**config.mk**
```make
export PLATFORM = sky130hd
export DESIGN_NAME = dtq_cell
export DESIGN_NICKNAME = d
export VERILOG_FILES = /design/src/hdl/deadline_timer_queue_macros.svh /design/src/hdl/dtq_pkg.sv /design/src/hdl/dtq_cell.sv
export SDC_FILE = /design/constraint.sdc
export NUM_CORES = 1
export LEC_CHECK = 0
export ABC_CLOCK_PERIOD_IN_PS = 2530
export BUFFER_PORTS_ARGS = -buffer_cell sky130_fd_sc_hd__buf_2
export CAP_MARGIN = 20
export CORE_AREA = 5 5 278 280
export CTS_CLUSTER_SIZE = 30
export DETAILED_ROUTE_END_ITERATION = 8
export DIE_AREA = 0 0 283 285
export REMOVE_ABC_BUFFERS = 1
export SLEW_MARGIN = 10
export SYNTH_ARGS = -nofsm -noshare
export SYNTH_HDL_FRONTEND = slang
export SYNTH_SLANG_ARGS = --single-unit
export TNS_END_PERCENT = 30
```
**constraint.sdc**
```tcl
create_clock -name clk_i -period 2.53 [get_ports clk_i]
set_input_delay 0.506 -clock clk_i [delete_from_list [all_inputs] [get_ports clk_i]]
set_output_delay 0.506 -clock clk_i [all_outputs]
set_load 0.005 [all_outputs]
```
**src/hdl/deadline_timer_queue_macros.svh**
```systemverilog
// Assertion macros for the deadline timer queue.
`ifndef DEADLINE_TIMER_QUEUE_MACROS_SVH
`define DEADLINE_TIMER_QUEUE_MACROS_SVH

// Checked on every clock edge outside reset.
`define DTQ_ASSERT(lbl, prop, msg) \
  lbl: assert property (@(posedge clk_i) disable iff (!rst_ni) (prop)) else $error(msg);

// Checked in the cycle after the condition.
`define DTQ_ASSERT_NEXT(lbl, cond, prop, msg) \
  lbl: assert property (@(posedge clk_i) disable iff (!rst_ni) (cond) |=> (prop)) else $error(msg);

`endif

```
**src/hdl/dtq_pkg.sv**
```systemverilog
// Shared types and constants for the deadline timer queue.
`timescale 1ns / 1ps
package dtq_pkg;
  localparam int TIMERS    = 16;
  localparam int TIME_BITS = 48;
  localparam int CNT_BITS  = 32;
  localparam int CNT_W     = $clog2(TIMERS + 1);
  localparam int LIMIT_W   = 5;
  localparam int MAX_KIND  = 5;

  typedef enum logic [1:0] {
    CMD_SCHED  = 2'd0,
    CMD_CANCEL = 2'd1,
    CMD_STOP   = 2'd2,
    CMD_TICK   = 2'd3
  } cmd_e;

  typedef enum logic [2:0] {
    ST_OK        = 3'd0,
    ST_STOPPED   = 3'd1,
    ST_BAD_EVENT = 3'd2,
    ST_SINK_GONE = 3'd3,
    ST_LIMIT     = 3'd4,
    ST_EXHAUSTED = 3'd5,
    ST_NOT_FOUND = 3'd6,
    ST_GEN_MISM  = 3'd7
  } status_e;

  typedef enum logic [1:0] {
    RK_REPLY   = 2'd0,
    RK_FIRED   = 2'd1,
    RK_SUMMARY = 2'd2
  } rkind_e;

  typedef enum logic [2:0] {
    OP_NOP    = 3'd0,
    OP_INSERT = 3'd1,
    OP_CANCEL = 3'd2,
    OP_POP    = 3'd3,
    OP_CLEAR  = 3'd4
  } op_e;

  typedef struct packed {
    logic                 valid;
    logic [CNT_BITS-1:0]  id;
    logic [CNT_BITS-1:0]  gen;
    logic [TIME_BITS-1:0] deadline;
    logic [2:0]           kind;
    logic [31:0]          tag;
    logic [15:0]          sink;
  } entry_t;

  typedef struct packed {
    op_e                 op;
    entry_t              new_ent;
    logic [CNT_BITS-1:0] cid;
    logic [CNT_BITS-1:0] cgen;
  } ctl_t;
endpackage

```
**src/hdl/dtq_cell.sv**
```systemverilog
// One slot of the sorted timer chain.
`timescale 1ns / 1ps
module dtq_cell import dtq_pkg::*; (
  input  logic   clk_i,
  input  logic   rst_ni,
  input  ctl_t   ctl_i,
  input  entry_t left_i,
  input  entry_t right_i,
  input  logic   left_stay_i,
  input  logic   left_sh_i,
  output entry_t ent_o,
  output logic   stay_o,
  output logic   sh_o,
  output logic   idm_o
);
  entry_t ent_q, ent_d;
  logic   hit;

  assign idm_o  = ent_q.valid && (ent_q.id == ctl_i.cid);
  assign hit    = idm_o && (ent_q.gen == ctl_i.cgen);
  assign stay_o = ent_q.valid && (ent_q.deadline <= ctl_i.new_ent.deadline);
  assign sh_o   = left_sh_i || ((ctl_i.op == OP_CANCEL) && hit);
  assign ent_o  = ent_q;

  always_comb begin
    ent_d = ent_q;
    case (ctl_i.op)
      OP_INSERT: begin
        if (!stay_o) begin
          ent_d = left_stay_i ? ctl_i.new_ent : left_i;
        end
      end
      OP_CANCEL, OP_POP: begin
        if (sh_o) ent_d = right_i;
      end
      OP_CLEAR: ent_d.valid = 1'b0;
      default: ;
    endcase
  end

  always_ff @(posedge clk_i or negedge rst_ni) begin
    if (!rst_ni) begin
      ent_q <= '0;
    end else begin
      ent_q <= ent_d;
    end
  end
endmodule

```
Yosys cells after proc, flatten, opt, wreduce, memory -nomap -nowiden
Index checks and enable logic that the tools add are counted.
Storage, ports and cells
  flip-flop bits (word level): 164
  input bits: 563
  word-level logic and storage cells: 31
Cells by class
  order comparisons: 1
  eq/ne operators: 8
  muxes and demuxes: 5
  reduce and logical (&&, ||, !) cells: 10
Operators with widths (number)
  164-bit two-way mux: 3
  163-bit one-hot mux with 2 select lines: 1
  32-bit equality test: 2
  48-bit less-or-equal comparator: 1
  3-bit by 2-bit equality test with 1-bit output (second input constant): 2
  3-bit AND reduction: 2
  1-bit logical AND: 4
  2-bit inequality test (second input constant): 2
  3-bit by 1-bit equality test with 1-bit output (second input constant): 1
  3-bit equality test (second input constant): 1
  1-bit one-hot mux with 3 select lines: 1
  3-bit nonzero test: 1
  2-bit nonzero test: 1
  2-bit OR reduction: 1
  1-bit logical OR: 1

Longest topological paths before layout
  word-level depth: 7
  depth in mapped cells: 12
  depth with buffers taken out: 9

Worst setup path before layout
OpenSTA, ideal clock, no wires.
  path type: input -> register
  start point: input ctl_i[116] (netlist name)
  end point: register ent_q, in the netlist ent_o[5]
  setup time: 0.129 ns
  arrival time: 2.611 ns
  required time: 2.401 ns
  slack: -0.209 ns
  stages on the path: 12
  buffers on the path: 3
  cell sequence: inv_1 -> ha_1 -> nor2b_1 -> o211ai_1 -> a2111oi_0 -> or4b_4 -> a2111o_1 -> buf_2 -> buf_6 -> buf_2 -> nand3_1 -> nand3_1
Between the ends
  cells in the longest elaborated chain, start to end: 4
Ends and longest elaborated chain
  start: declaration: line dtq_cell.sv:6  | input ctl_t ctl_i,
  48-bit less-or-equal comparator: line dtq_cell.sv:21  | assign stay_o = ent_q.valid && (ent_q.deadline <= ctl_i.new_ent.deadline);
  1-bit logical AND: line dtq_cell.sv:21
  2-bit inequality test (no source line)
  3-bit AND reduction (no source line)
  end signal: assignment: line dtq_cell.sv:45  | ent_q <= ent_d;
  end: declaration: line dtq_cell.sv:16  | entry_t ent_q, ent_d;
Every way passes these cells.
A chain may end at the register's enable or synchronous reset.

Final worst setup path
  start point: register ent_q, in the netlist ent_o[62]
  end point: output stay_o
Between the ends
  cells in the longest elaborated chain, start to end: 2
Ends and longest elaborated chain
  48-bit less-or-equal comparator: line dtq_cell.sv:21
  1-bit logical AND: line dtq_cell.sv:21
  end: declaration: line dtq_cell.sv:12  | output logic stay_o,
Every way passes these cells.

==> qor.yml <==
critical_path:
  worstPathRequired_ps: 2020
  max_stage_delay_ps: 570
  crit_top_cell: "buf_4"
  critical_path.startpoint_type: "flip-flop"
  crit_type: "reg2out"
  slowest_stage: "or4_1"
  path_cells: "ha_1 > nand4_1 > buf_4 > or4_1 > nor3_1 > buf_4 > nor2_1 > nor2_2 > buf_2"
  cp.arrival_ps: 2840
  cp-end-kind: "output pin"
  crit_fanout: 4
floorplan:
  design.core.area_mm2: 0.0742
  rows: 100
  die_w_um: 283
  start_util: 0.198
  boundaryPins: 730
  chipHeight_um: 285
  die-area_mm2: 0.0807
sta:
  finalWorstSetupSlack_ps: -816
  layout_min_cycle_time_ps: 3350
  slew_headroom: 0.518
  timing.final.hold_violations: 0
  worst_pin_slew_ps: 720
  drv_slew: 0
  fmax_ghz: 0.299
  setup_viol: 167
  rsz0062_at_grt: "yes"
  fin_skew_ps: 13.9
  finalCritPeriodShare: 1.32
placement:
  place_congestion: 0.926
  dp_hpwl_um: 57600
  place_inst: 3557
  numPortBuffers: 729
  pre_cts_ws_ps: -812
yosys:
  synth-seq-cells: 164
  syn_area_mm2: 0.0147
  synthXorXnorAreaFrac: 0.0382
  ys_warn_count: 0
  ys_seq_area_frac: 0.279
  yosys.area_share.simple: 0.187
  synth_compound_area_frac: 0.272
  synth_cells: 1807
  syn_area_per_cell_um2: 8.13
  ys_types: 40
  synth_top_family_by_area: "compound AO/OA/AOI/OAI gates"
  synthAdderAreaFrac: 0.0409
  yosys-mux-area-fraction: 0.112
finish:
  largest_reg_flops: 164
  fill_cells: 7951
  nNetsFinal: 3253
  final_common_cell: "buf_2"
  drive_above_1_share: 0.414
  final_util: 0.308
  syn_to_final_growth_pct: 55.7
  layout_common_cells: "buf_2 (725), nand3_1 (302), buf_4 (213)"
  stdcell_count: 3628
outcome:
  violations: "setup timing"
  outcome: "complete, but fails checks"
clock_tree:
  cts_tree: "built"
  h-tree-depth: 4
  cts_inserted_buffers: 17
  cts_buffer_depth: 2
  cts_root_buf: "clkbuf_16"
  worst_skew_pair.late_latency_ps: 480
  clk_pin_slew_worst_paths_ps: 80
  clock_sinks: 164
pwr:
  power_mw: 14.2
  cellLeakagePower_nw: 10.4
  ir_drop_mv: 0.348
  power.density_mw_per_mm2: 623
routing:
  routed_wl_um: 77900
  drtIter0Drc: 1166
  via_count: 18400
  remaining_drc_errors: 0
  via_per_inst: 5.07
  antenna_left: 0
  firstDrtPassIters: 5
  wire_per_inst_um: 21.5
job:
  max_cap_violations: 0
global_routing:
  grt_pass1_wl_um: 115000
  grt_max_degree: 104
  overflow: 0
  grtUsageTotal: 0.182
  antenna_found_initial: 12
  grt_pass1_vias: 18300
worst_hold_path:
  hold_class: "in2async"
==> worst max-delay path, delay by kind of cell, from the launching register on <==
kind          cells  cell delay [ps]
fa+ha+maj         1              340
buf+inv           3              490
flops             1              440
simple gates      5             1100
==> path summary, 6_finish.rpt <==
check	to	slack [ps]	from	cells past startpoint
min in group clk_i	ent_o[163]	320	right_i[163]	3
max in group asynchronous	ent_o[76]	1810	rst_ni	2
max	stay_o	-820	ent_o[62]	9
max reg2reg	ent_o[155]	-600	ent_o[92]	16
min	ent_o[102]	40	rst_ni	1
min reg2reg	ent_o[17]	560	ent_o[17]	2
==> timing repair <==
item | 4_1_cts | 5_1_grt
pin swaps | 152 | 4
gates cloned | 17 | 1
setup buffers | 19 | 1
hold buffers | 0 | 0
endpoints found under the setup margin | 167 | 167
resized for setup | 85 | 4
==> final cells by class <==
class | instances | area, um^2 | share of cell area
Antenna cell | 4 | 10.0 | 0.000438
Clock buffer | 18 | 439 | 0.0192
Clock inverter | 14 | 213 | 0.00930
Inverter | 51 | 196 | 0.00859
Multi-Input combinational cell | 1393 | 9830 | 0.430
Sequential cell | 164 | 4110 | 0.180
Tap cell | 969 | 1210 | 0.0530
Timing Repair Buffer | 1015 | 6860 | 0.300
==> power breakdown <==
| group | internal (mW) | switching (mW) | total, mW |
|---|---|---|---|
| sequential | 3.29 | 0.628 | 3.91 |
| clock | 1.72 | 1.39 | 3.11 |
| combinational | 3.60 | 3.61 | 7.21 |
==> cell usage after synthesis (all sizes together) <==
master / instances / area share
a2111o: 1 / 0.00077
a2111oi: 2 / 0.0016
a211oi: 166 / 0.085
a21o: 7 / 0.0036
a21oi: 26 / 0.0089
a221oi: 1 / 0.00060
a22oi: 164 / 0.084
and2: 1 / 0.00043
and3b: 1 / 0.00060
and4: 1 / 0.00060
buf: 66 / 0.024
clkbuf: 133 / 0.034
dfrtp: 164 / 0.28
ha: 48 / 0.041
inv: 51 / 0.013
mux2i: 164 / 0.11
nand2: 14 / 0.0036
nand2b: 2 / 0.00085
nand3: 330 / 0.11
nand4: 21 / 0.0089
nand4b: 2 / 0.0012
nor2: 176 / 0.045
nor2b: 1 / 0.00043
nor3: 5 / 0.0020
nor4: 16 / 0.0068
o211ai: 164 / 0.084
o21ai: 8 / 0.0027
o31ai: 1 / 0.00051
o41ai: 1 / 0.00060
or3b: 2 / 0.0012
or4: 3 / 0.0015
or4b: 1 / 0.00094
xnor2: 23 / 0.014
xor2: 41 / 0.024
==> logic make-up (layout without fill, tap and decap cells) <==
family	count (synthesis)	count (layout)
AOI/OAI and AO/OA	541	541
xor gates and xnor gates	64	64
adders and majority gates	48	48
buffers and inverters	250	1098
DFF	164	164
muxes	164	164
other	0	4
and+or+nand+nor	576	576
==> stage by stage <==
stage / area [um^2] / hold WS, ps / setup TNS, ps
2_1_floorplan: 13800 / 210 / -1294040
3_3_place_gp: 21100 / 535 / -124230
3_5_place_dp: 21100 / 548 / -125890
4_1_cts: 22800 / 6.83 / -109840
5_1_grt: 22900 / 36.0 / -111200
6_report: 22900 / 43.8 / -81640
==> layer usage <==
layer,part of all wire,GRT usage,up-vias,wire (um)
li1,-,-,8622,-
met1,0.42,0.237,8903,33000
met2,0.49,0.310,773,38100
met3,0.066,0.0367,74,5140
met4,0.021,0.0469,8,1600
met5,0.00060,0,-,47
Note: power is estimated with default switching activity, not from simulation.
